$ cat config.mk
export PLATFORM = sky130hd
export DESIGN_NAME = minutia_window_detector_unit
export DESIGN_NICKNAME = d
export VERILOG_FILES = /design/src/mwd_pkg.sv /design/src/mwd_ram.sv /design/src/mwd_win_cell.sv /design/src/minutia_window_detector_unit.sv
export VERILOG_INCLUDE_DIRS = /design/src /design/src/src
export SDC_FILE = /design/constraint.sdc
export NUM_CORES = 2
export LEC_CHECK = 0
export BUFFER_PORTS_ARGS = -buffer_cell sky130_fd_sc_hd__buf_2
export CAP_MARGIN = 40
export CORE_UTILIZATION = 60
export CTS_CLUSTER_SIZE = 12
export DETAILED_ROUTE_END_ITERATION = 10
export PLACE_DENSITY = 0.85
export SETUP_SLACK_MARGIN = 0.3
export SLEW_MARGIN = 20
export SYNTH_ARGS = -nofsm -noshare
export SYNTH_HDL_FRONTEND = slang
export SYNTH_HIERARCHICAL = 1
export SYNTH_SLANG_ARGS = --single-unit
$ cat constraint.sdc
create_clock -name clk -period 20.4 [get_ports clk]
set_clock_uncertainty 0.2 [all_clocks]
set_input_delay 4.08 -clock clk [delete_from_list [all_inputs] [get_ports clk]]
set_output_delay 4.08 -clock clk [all_outputs]
set_load 0.05 [all_outputs]
$ cat src/assert_macros.svh
// Assertion helpers used by the detector unit.
// Every check runs on the rising edge of clk and is held off while arst_n is low.
`ifndef ASSERT_MACROS_SVH
`define ASSERT_MACROS_SVH

// Check that prop holds at every clock edge outside reset.
`define MWD_ASSERT(lbl, prop, msg) \
	lbl: assert property (@(posedge clk) disable iff (!arst_n) (prop)) else $error(msg);

// Check that cons holds at the next clock edge whenever ante holds.
`define MWD_ASSERT_NEXT(lbl, ante, cons, msg) \
	lbl: assert property (@(posedge clk) disable iff (!arst_n) (ante) |=> (cons)) \
		else $error(msg);

`endif

$ cat src/mwd_pkg.sv
package mwd_pkg;

	// Width of the size registers and of the reported coordinates
	localparam int unsigned CFG_W     = 11;
	localparam int unsigned COORD_W   = 10;
	localparam int unsigned MIN_SIZE  = 3;
	localparam int unsigned NUM_CELLS = 3;

	localparam logic [CFG_W-1:0] SIZE_RESET = 11'd1024;

	// Configuration register indexes
	localparam logic [1:0] REG_IMAGE_WIDTH  = 2'd0;
	localparam logic [1:0] REG_IMAGE_HEIGHT = 2'd1;

	// Result kinds
	localparam logic KIND_ENDING      = 1'b0;
	localparam logic KIND_BIFURCATION = 1'b1;

	// One window column: bit 0 top, bit 1 middle, bit 2 bottom
	typedef logic [2:0] wcol_t;

	// Line store word: bit 0 upper row, bit 1 middle row
	typedef struct packed {
		logic mid;
		logic up;
	} lstore_t;

	// Ones in the eight neighbors of the window center
	function automatic logic [3:0] ones8(input logic [7:0] v);
		logic [3:0] n;
		n = '0;
		for (int i = 0; i < 8; i++) begin
			n = n + {3'b000, v[i]};
		end
		return n;
	endfunction

endpackage

$ cat src/mwd_ram.sv
module mwd_ram #(
	parameter int unsigned WIDTH = 2,
	parameter int unsigned DEPTH = 1024
) (
	input  logic                     clk,
	input  logic                     re,
	input  logic [$clog2(DEPTH)-1:0] raddr,
	output logic [WIDTH-1:0]         rdata,
	input  logic                     we,
	input  logic [$clog2(DEPTH)-1:0] waddr,
	input  logic [WIDTH-1:0]         wdata
);

	logic [WIDTH-1:0] mem_q [DEPTH];

	// Registered read, data holds while re is low
	always_ff @(posedge clk) begin
		if (re) begin
			rdata <= mem_q[raddr];
		end
		if (we) begin
			mem_q[waddr] <= wdata;
		end
	end

endmodule

$ cat src/mwd_win_cell.sv
module mwd_win_cell
	import mwd_pkg::*;
(
	input  logic  clk,
	input  logic  arst_n,
	input  logic  shift_en,
	input  wcol_t col_in,
	output wcol_t col_q
);

	// One window column, takes its neighbor's column on each shift
	always_ff @(posedge clk or negedge arst_n) begin
		if (!arst_n) begin
			col_q <= '0;
		end else if (shift_en) begin
			col_q <= col_in;
		end
	end

endmodule

$ cat src/minutia_window_detector_unit.sv
// Minutia window detector.
// Input channel: one binary pixel per beat (in_valid, in_stall, pixel), raster order.
// Output channel: one beat per minutia found (out_valid, out_stall, minutia_kind, col, row);
// kind 0 is a ridge ending (center set, one neighbor set), 1 a bifurcation (three set).
// Border pixels never produce a beat.
// Config port: cfg_we writes cfg_wdata into image_width (index 0) or image_height
// (index 1); other indexes are ignored. Sizes are clamped to 3..MAX_WIDTH / MAX_HEIGHT.
// Throughput: one pixel per cycle while the output is not stalled; the line store
// RAM is read at acceptance and written back when the pixel leaves stage 1.
// Result path: the pixel completing a window is held in stage 1, and its minutia
// is registered into the output register when stage 1 advances.
// Stall: a pending result sits in the output register; one more pixel is taken into
// stage 1, after which in_stall rises until the result is taken.
// Reset: counters, window and size registers go to their defaults (1024 x 1024).
// The line stores are not cleared; they are fully rewritten by the first two rows.
`include "assert_macros.svh"

module minutia_window_detector_unit
	import mwd_pkg::*;
#(
	parameter int unsigned MAX_WIDTH  = 1024,
	parameter int unsigned MAX_HEIGHT = 1024
) (
	input  logic               clk,
	input  logic               arst_n,
	input  logic               cfg_we,
	input  logic [1:0]         cfg_index,
	input  logic [CFG_W-1:0]   cfg_wdata,
	input  logic               in_valid,
	output logic               in_stall,
	input  logic               pixel,
	output logic               out_valid,
	input  logic               out_stall,
	output logic               minutia_kind,
	output logic [COORD_W-1:0] col,
	output logic [COORD_W-1:0] row
);

	localparam int unsigned CW   = $clog2(MAX_WIDTH);
	localparam int unsigned RW   = $clog2(MAX_HEIGHT);
	localparam int unsigned WSW0 = $clog2(MAX_WIDTH + 1);
	localparam int unsigned HSW0 = $clog2(MAX_HEIGHT + 1);
	localparam int unsigned SW   = (WSW0 > HSW0) ? ((WSW0 > CFG_W) ? WSW0 : CFG_W)
	                                             : ((HSW0 > CFG_W) ? HSW0 : CFG_W);

	logic [CFG_W-1:0] cfg_w_q, cfg_h_q;
	logic [SW-1:0]    eff_w, eff_h, ext_w, ext_h;
	logic [CW-1:0]    c_q, c_s1;
	logic [RW-1:0]    r_q, r_s1;
	logic             px_s1;
	logic             s1_valid_q;
	logic             accept, out_free, s1_go;
	lstore_t          rd_word, wr_word;
	wcol_t            new_col;
	wcol_t            cell_q [NUM_CELLS];
	wcol_t            cell_in [NUM_CELLS];
	logic [3:0]       nbr_cnt;
	logic             inside_win, hit;
	logic [SW-1:0]    c_ext, r_ext, col_m1, row_m1;

	// Size registers
	always_ff @(posedge clk or negedge arst_n) begin
		if (!arst_n) begin
			cfg_w_q <= SIZE_RESET;
			cfg_h_q <= SIZE_RESET;
		end else if (cfg_we) begin
			unique case (cfg_index)
				REG_IMAGE_WIDTH:  cfg_w_q <= cfg_wdata;
				REG_IMAGE_HEIGHT: cfg_h_q <= cfg_wdata;
				default: ;
			endcase
		end
	end

	// Effective sizes, clamped
	always_comb begin
		ext_w = SW'(cfg_w_q);
		ext_h = SW'(cfg_h_q);
		if (ext_w < SW'(MIN_SIZE)) begin
			eff_w = SW'(MIN_SIZE);
		end else if (ext_w > SW'(MAX_WIDTH)) begin
			eff_w = SW'(MAX_WIDTH);
		end else begin
			eff_w = ext_w;
		end
		if (ext_h < SW'(MIN_SIZE)) begin
			eff_h = SW'(MIN_SIZE);
		end else if (ext_h > SW'(MAX_HEIGHT)) begin
			eff_h = SW'(MAX_HEIGHT);
		end else begin
			eff_h = ext_h;
		end
	end

	// Handshake
	assign out_free = !out_valid || !out_stall;
	assign s1_go    = s1_valid_q && out_free;
	assign in_stall = s1_valid_q && !out_free;
	assign accept   = in_valid && !in_stall;

	// Raster counters, advance on each accepted pixel
	assign c_ext = SW'(c_q);
	assign r_ext = SW'(r_q);
	always_ff @(posedge clk or negedge arst_n) begin
		if (!arst_n) begin
			c_q <= '0;
			r_q <= '0;
		end else if (accept) begin
			if (c_ext + SW'(1) >= eff_w) begin
				c_q <= '0;
				if (r_ext + SW'(1) >= eff_h) begin
					r_q <= '0;
				end else begin
					r_q <= r_q + 1'b1;
				end
			end else begin
				c_q <= c_q + 1'b1;
			end
		end
	end

	// Stage 1: pixel and position, line store read in flight
	always_ff @(posedge clk or negedge arst_n) begin
		if (!arst_n) begin
			s1_valid_q <= 1'b0;
		end else if (accept) begin
			s1_valid_q <= 1'b1;
		end else if (s1_go) begin
			s1_valid_q <= 1'b0;
		end
	end

	always_ff @(posedge clk) begin
		if (accept) begin
			px_s1 <= pixel;
			c_s1  <= c_q;
			r_s1  <= r_q;
		end
	end

	// Line stores: upper and middle rows share one word
	assign wr_word.up  = rd_word.mid;
	assign wr_word.mid = px_s1;

	mwd_ram #(
		.WIDTH($bits(lstore_t)),
		.DEPTH(MAX_WIDTH)
	) u_lstore (
		.clk  (clk),
		.re   (accept),
		.raddr(c_q),
		.rdata(rd_word),
		.we   (s1_go),
		.waddr(c_s1),
		.wdata(wr_word)
	);

	// Window: chain of column cells, newest at the top index
	assign new_col = {px_s1, rd_word.mid, rd_word.up};

	for (genvar i = 0; i < NUM_CELLS; i++) begin : g_cell
		if (i == NUM_CELLS - 1) begin : g_head
			assign cell_in[i] = new_col;
		end else begin : g_link
			assign cell_in[i] = cell_q[i+1];
		end
		mwd_win_cell u_cell (
			.clk     (clk),
			.arst_n  (arst_n),
			.shift_en(s1_go),
			.col_in  (cell_in[i]),
			.col_q   (cell_q[i])
		);
	end

	// Detection on the window after this shift
	assign nbr_cnt    = ones8({new_col, cell_q[2][2], cell_q[2][0], cell_q[1]});
	assign inside_win = (c_s1 >= CW'(2)) && (r_s1 >= RW'(2))
	                 && (SW'(c_s1) < eff_w) && (SW'(r_s1) < eff_h);
	assign hit        = inside_win && cell_q[2][1]
	                 && ((nbr_cnt == 4'd1) || (nbr_cnt == 4'd3));
	assign col_m1     = SW'(c_s1) - SW'(1);
	assign row_m1     = SW'(r_s1) - SW'(1);

	// Output register
	always_ff @(posedge clk or negedge arst_n) begin
		if (!arst_n) begin
			out_valid <= 1'b0;
		end else if (out_free) begin
			out_valid <= s1_go && hit;
		end
	end

	always_ff @(posedge clk) begin
		if (s1_go && hit) begin
			minutia_kind <= (nbr_cnt == 4'd3) ? KIND_BIFURCATION : KIND_ENDING;
			col          <= col_m1[COORD_W-1:0];
			row          <= row_m1[COORD_W-1:0];
		end
	end

	// Checks
	`MWD_ASSERT(a_stall_cause, !in_stall || (out_valid && out_stall), "input stalled without a held result")
	`MWD_ASSERT_NEXT(a_accept_fill, accept, s1_valid_q, "accepted pixel lost before stage 1")
	`MWD_ASSERT_NEXT(a_s1_hold, s1_valid_q && !s1_go, s1_valid_q && $stable(c_s1) && $stable(px_s1), "stage 1 changed while held")

endmodule
-- After elaboration in Yosys (flattened, before gate mapping)
Memory sizes are Yosys's and may differ from the RTL's. A register that Yosys moved wholly into a read port is not among the register bits.
Cells that the tools add are included.
- add/sub/neg operators: 13
- multipliers: 0
- div/mod/pow operators: 0
- order comparisons: 10
- equal/unequal tests: 3
- shifts and indexed selects: 0
- mux-type cells: 11
- bitwise operators: 0
- reductions and logical operators: 20
- operators by type and width (cell ; count):
    $mux 11 ; 4
    $add 10x1->11 const B ; 2
    $ge 11x11->1 ; 2
    $gt 11x11->1 const B ; 2
    $lt 10x11->1 ; 2
    $lt 11x2->1 const B ; 2
    $add 10x1->10 const B ; 2
    $ge 10x2->1 const B ; 2
    $mux 10 ; 2
    $sub 10x1->10 const B ; 2
    $add 4x1->4 ; 4
    $logic_and 1x1->1 ; 9
    $reduce_and 2->1 ; 3
    $mux 1 ; 5
    $add 3x1->4 ; 1
    $eq 4x1->1 const B ; 1
    $eq 4x2->1 const B ; 1
    $logic_not 1->1 ; 4
    $add 2x1->3 ; 1
    $add 1x1->2 ; 1
    $eq 2x1->1 const B ; 1
    $logic_not 2->1 ; 1
    $logic_or 1x1->1 ; 2
    $reduce_bool 2->1 ; 1
- flip-flop bits (word level): 92
- bits in latches: 0
- bits in writable memories: 2048
- memory bits (read-only): 0
- input port bits: 19
- output and inout port bits: 23
- word-level logic and storage cells: 72
- memories: 1
- memory list (name ; words ; bits a word ; rd ports ; clocked after memory_dff ; write ports ; line ; RTL):
    u_lstore.mem_q ; 1024 ; 2 ; 1 ; 1 ; 1 ; mwd_ram.sv:14 ; logic [WIDTH-1:0] mem_q [DEPTH];

-- Logic depth before layout (Yosys ltp)
- word-level depth: 11
- depth in mapped cells: 15
- gate-level depth less buffers: 13

-- Modules after synthesis
Netlist, hierarchy kept.
- modules (own cells, without submodules) (module ; instances ; cells an instance ; area an instance (um2) ; sequential area each (um2)):
    mwd_ram ; 1 ; 4793 ; 83777.8 ; 61559.0
    minutia_window_detector_unit ; 1 ; 422 ; 4830.9 ; 2364.8
    mwd_win_cell ; 2 ; 6 ; 108.9 ; 75.1

-- Worst setup path after synthesis
OpenSTA, ideal clock, no wires.
- path kind: register to register
- start point: reg px_s1
- end point: reg col[0] (enable)
- setup time: 391 ps
- data arrival time: 17566 ps
- required time: 19809 ps
- slack: 2243 ps
- cell stages (with the launch flop): 13
- path buffers: 0
- clock period less this slack: 18157 ps
- cells stage by stage: edfxtp_1 -> fa_1 -> inv_1 -> fa_1 -> fa_1 -> inv_1 -> ha_1 -> fa_1 -> nor2_1 -> a21oi_1 -> or4b_1 -> a2111oi_1 -> nor4b_4
- word-level cells in the longest chain between the ends: 5
- elaborated cells on any way between the ends: 6
- classes of those cells: 1 x add/sub; 2 x eq/ne; 3 x reduce/logical
- ends and longest elaborated chain (element ; line ; RTL):
    from (decl) ; minutia_window_detector_unit.sv:50 ; logic px_s1;
    from (signal assigned) ; minutia_window_detector_unit.sv:135 ; px_s1 <= pixel;
    $add 4x1->4 (*) ; mwd_pkg.sv:33 ; n = n + {3'b000, v[i]};
    $eq 4x1->1 / $eq 4x2->1 (equally long branches) ; minutia_window_detector_unit.sv:181 ; && ((nbr_cnt == 4'd1) || (nbr_cnt == 4'd3));
    $logic_or 1x1->1 (*) ; minutia_window_detector_unit.sv:181 ;
    $logic_and 1x1->1 (*) ; minutia_window_detector_unit.sv:181 ;
    $logic_and 1x1->1 (*) ; minutia_window_detector_unit.sv:195 ; if (s1_go && hit) begin
    to (signal assigned) ; minutia_window_detector_unit.sv:197 ; col <= col_m1[COORD_W-1:0];
    to (decl) ; minutia_window_detector_unit.sv:35 ; output logic [COORD_W-1:0] col,
Every way passes the cells marked *; elsewhere a longest branch is shown, timed or not.
A chain may end at the register's enable or synchronous reset.

-- Final worst setup path
- start point: in out_stall
- end point: out in_stall
- word-level cells in the longest chain between the ends: 4
- ends and longest elaborated chain (element ; line ; RTL):
    from (decl) ; minutia_window_detector_unit.sv:33 ; input logic out_stall,
    $logic_not 1->1 ; minutia_window_detector_unit.sv:96 ; assign out_free = !out_valid || !out_stall;
    $logic_or 1x1->1 ; minutia_window_detector_unit.sv:96 ;
    $logic_not 1->1 ; minutia_window_detector_unit.sv:98 ; assign in_stall = s1_valid_q && !out_free;
    $logic_and 1x1->1 ; minutia_window_detector_unit.sv:98 ;
    to (decl) ; minutia_window_detector_unit.sv:30 ; output logic in_stall,
No other way between the ends.

==> impl_metrics.toml <==
[clock_tree]
cts_tree = "built"
cts_buffers = 203
htreeDepth = 4
cts_buffer_depth = 3
cts-root-buf = "clkbuf_16"
post-cts-setup-buffers = 0
clkSinkCount = 2142
path_clk_slew_ns = 0.06
postCtsHoldBufs = 0
ctsResizeCount = 0
clkLatencyLatePin_ns = 0.83

[routing]
drtIter0Drc = 8413
wirelength_um = 245000
drt.antenna.violating_nets = 0
avgViaCountPerCell = 7.24
vias = 52498
first_pass_iters = 10
drc = 0
wire_per_inst_um = 33.8

[synth]
yosysWarnings = 6
synth_edf_count = 2092
yosysUniqueCellTypes = 80
synthFlopType = "edfxtp_1"
syn_inst = 5227
synthesis.area_mm2 = 0.0888
synth_seq_area_share = 0.721
syn_avg_cell_area_um2 = 17.0
synth_nets = 5299
async_flop_share = 0.0233
ys_seq_elements = 2142

[grt]
first_global_vias = 53521
grt_usage = 0.325
grt_pass1_wl_um = 351000
grt_start_max_net_pins = 239
antenna_found_initial = 10
overflow = 0
grt_util_met1 = 0.390
grt_util_met2 = 0.515
grt.busiest_layer = "met2"
use_met3 = 0.0962

[pwr]
power_leakage_nw = 30.0
p_sw_mw = 3.72
clockPowerShare = 0.282
p_comb_frac = 0.278
powerDensity_mw_per_mm2 = 124
switching_share = 0.308
vdd_drop_max_mv = 0.119
seqPwrFrac = 0.440
intPower_mw = 8.36

[worst_setup_path]
cp_max_fo = 3
crit_top_cell = "buf_2"
crit_path_top_delay_cell = "buf_2"
slowest_delay_ns = 0.26
path_class = "in -> out"
critPathLaunchType = "input port"
cp_cell_sequence = "buf_2 -> nand3_1 -> inv_1 -> buf_2"
rr_worst_depth = 11
worstPathArrival_ns = 4.73
end_kind = "output port"
crit_required_ns = 16.12

[floorplan]
die_area_mm2 = 0.150
ioPinCount = 42
row_count = 140
die-width_um = 387
core_mm2 = 0.146
die_y_um = 387
start_util = 0.607

[sta]
rsz0062_at_grt = "false"
clock.fmax_mhz = 111
finalSetupViolCount = 0
relSlewSlack = 0.180
final-hold-violation-count = 0
tns_ns = 0
setup_ws_ns = 11.39
slew_violations = 0
fin_crit_sh = 0.442
worst_pin_slew_ns = 1.23
layout_min_cycle_time_ns = 9.01

[worst_hold_path]
hold_path.class = "reg -> reg"
min_delay_path_depth = 1

[final_layout]
syn2layout_area_growth_pct = 9.62
layout.cells.non_filler = 7249
final_cell_mix = "edfxtp_1, nor2_1, mux4_2, clkbuf_16, mux2i_1"
final_net_count = 5312
fillerInstances = 8641
seqCellArea_mm2 = 0.0641
utilization = 0.666
layout-drive-gt1-share = 0.185
multi_input_area_mm2 = 0.0228
final_common_cell = "edfxtp_1"
fin_area_mm2 = 0.0974

[outcome]
status = "finished, final reports clean"

[placement]
dp_hpwl_um = 130000
place_ws_ns = 11.46
placed_area_mm2 = 0.0914
post-place-cells = 6936
gp_congestion = 0.834
place.port_buffers = 41

[run]
cap_viol_max_count = 0
## through the flow
step                      hold WS (ns)  power [mW]
final                            0.310        12.1
after global routing             0.331        12.4
after CTS                        0.314        12.0
after detailed placement         0.300        8.57
after global placement           0.292        8.40
after floorplan                  0.274        8.00
## layout make-up
cell class / instances / area share
antenna: 15 / 0.000386
timing repair buffer: 209 / 0.0238
inverter: 29 / 0.00113
clock buffer: 257 / 0.0558
sequential: 2142 / 0.658
multi-input combinational: 2655 / 0.234
clock inverter: 25 / 0.00190
tap: 1917 / 0.0246
## per-layer routing
layer / up-vias / routed length [um]
met1: 26057 / 74300
met2: 4872 / 117000
met4: 10 / 17800
met3: 1188 / 36100
met5: - / 65
li1: 20371 / -
## cell families (layout without fill, tap and decap cells)
kind of cell	after synthesis	in the layout	synth area share
multiplexers	692	692	0.142
buffers and inverters	430	520	0.0247
XOR/XNOR	32	32	0.00316
AND/OR/NAND/NOR	1460	1460	0.0681
flip-flops	2142	2142	0.721
AO/OA/AOI/OAI	418	418	0.0332
other	0	15	0
adder cells (fa/ha/maj)	53	53	0.00780
## power groups by stage
stage / clock, mW / combinational [mW] / sequential [mW]
floorplan: 0 / 2.13 / 5.87
global placement: 0 / 2.98 / 5.43
detailed placement: 0 / 3.16 / 5.41
CTS: 3.41 / 3.24 / 5.32
global route: 3.57 / 3.46 / 5.32
finish: 3.41 / 3.35 / 5.32
## worst paths after layout
path | to | slack (ns) | from
min in group asynchronous | cfg_w_q[5]$_DFFE_PN0P_ | 3.04 | arst_n
max in group asynchronous | cfg_w_q[10]$_DFFE_PN1P_ | 16.33 | arst_n
max | in_stall | 11.39 | out_stall
min reg2reg | g_cell[1].u_cell/col_q[0]$_DFFE_PN0P_ | 0.31 | g_cell[1].u_cell/col_q[0]$_DFFE_PN0P_
max reg2reg | u_lstore/rdata[1]$_DFFE_PP_ | 14.00 | c_q[1]$_DFFE_PN0P_
min | g_cell[1].u_cell/col_q[0]$_DFFE_PN0P_ | 0.31 | g_cell[1].u_cell/col_q[0]$_DFFE_PN0P_
## critical path, delay by kind of cell
kind	cells	cell delay (ns)
simple gates	1	0.16
buf+inv	3	0.49
## synthesized netlist by cell type, types with 8 or more instances
library cell,instances,area [um^2]
a211oi_1,16,120
a22o_1,24,210
buf_1,54,203
clkbuf_1,244,916
buf_2,26,130
o221ai_1,82,718
a21o_1,8,60.1
edfxtp_1,2092,62800
mux2_2,36,405
a21oi_1,84,420
nor2_1,1082,4060
mux4_2,449,10100
nor4_1,14,87.6
dfrtp_1,48,1200
a221oi_1,13,114
nand3_1,57,285
o21ai_0,46,230
nand2_1,137,514
buf_8,14,210
ha_1,49,613
o22ai_1,48,300
buf_4,28,210
nand4_1,19,119
buf_6,33,372
xor2_1,14,123
and3_1,11,68.8
a31oi_1,8,50.1
xnor2_1,18,158
nor2b_1,15,93.8
nor3_1,55,275
inv_1,27,101
a22oi_1,45,338
nor3b_1,12,90.1
mux2i_1,205,2050
nand2b_1,9,56.3
## state kept, by name, summed over array words and instances (netlist names)
name and count:
u_lstore/mem_q 2048, cfg_h_q 11, cfg_w_q 11, c_q 10
c_s1 10, col 10, r_q 10, r_s1 10
row 10, g_cell.u_cell/col_q 6, u_lstore/rdata 2, minutia_kind 1
out_valid 1, px_s1 1, s1_valid_q 1
Note: power is estimated with default switching activity, not from simulation.
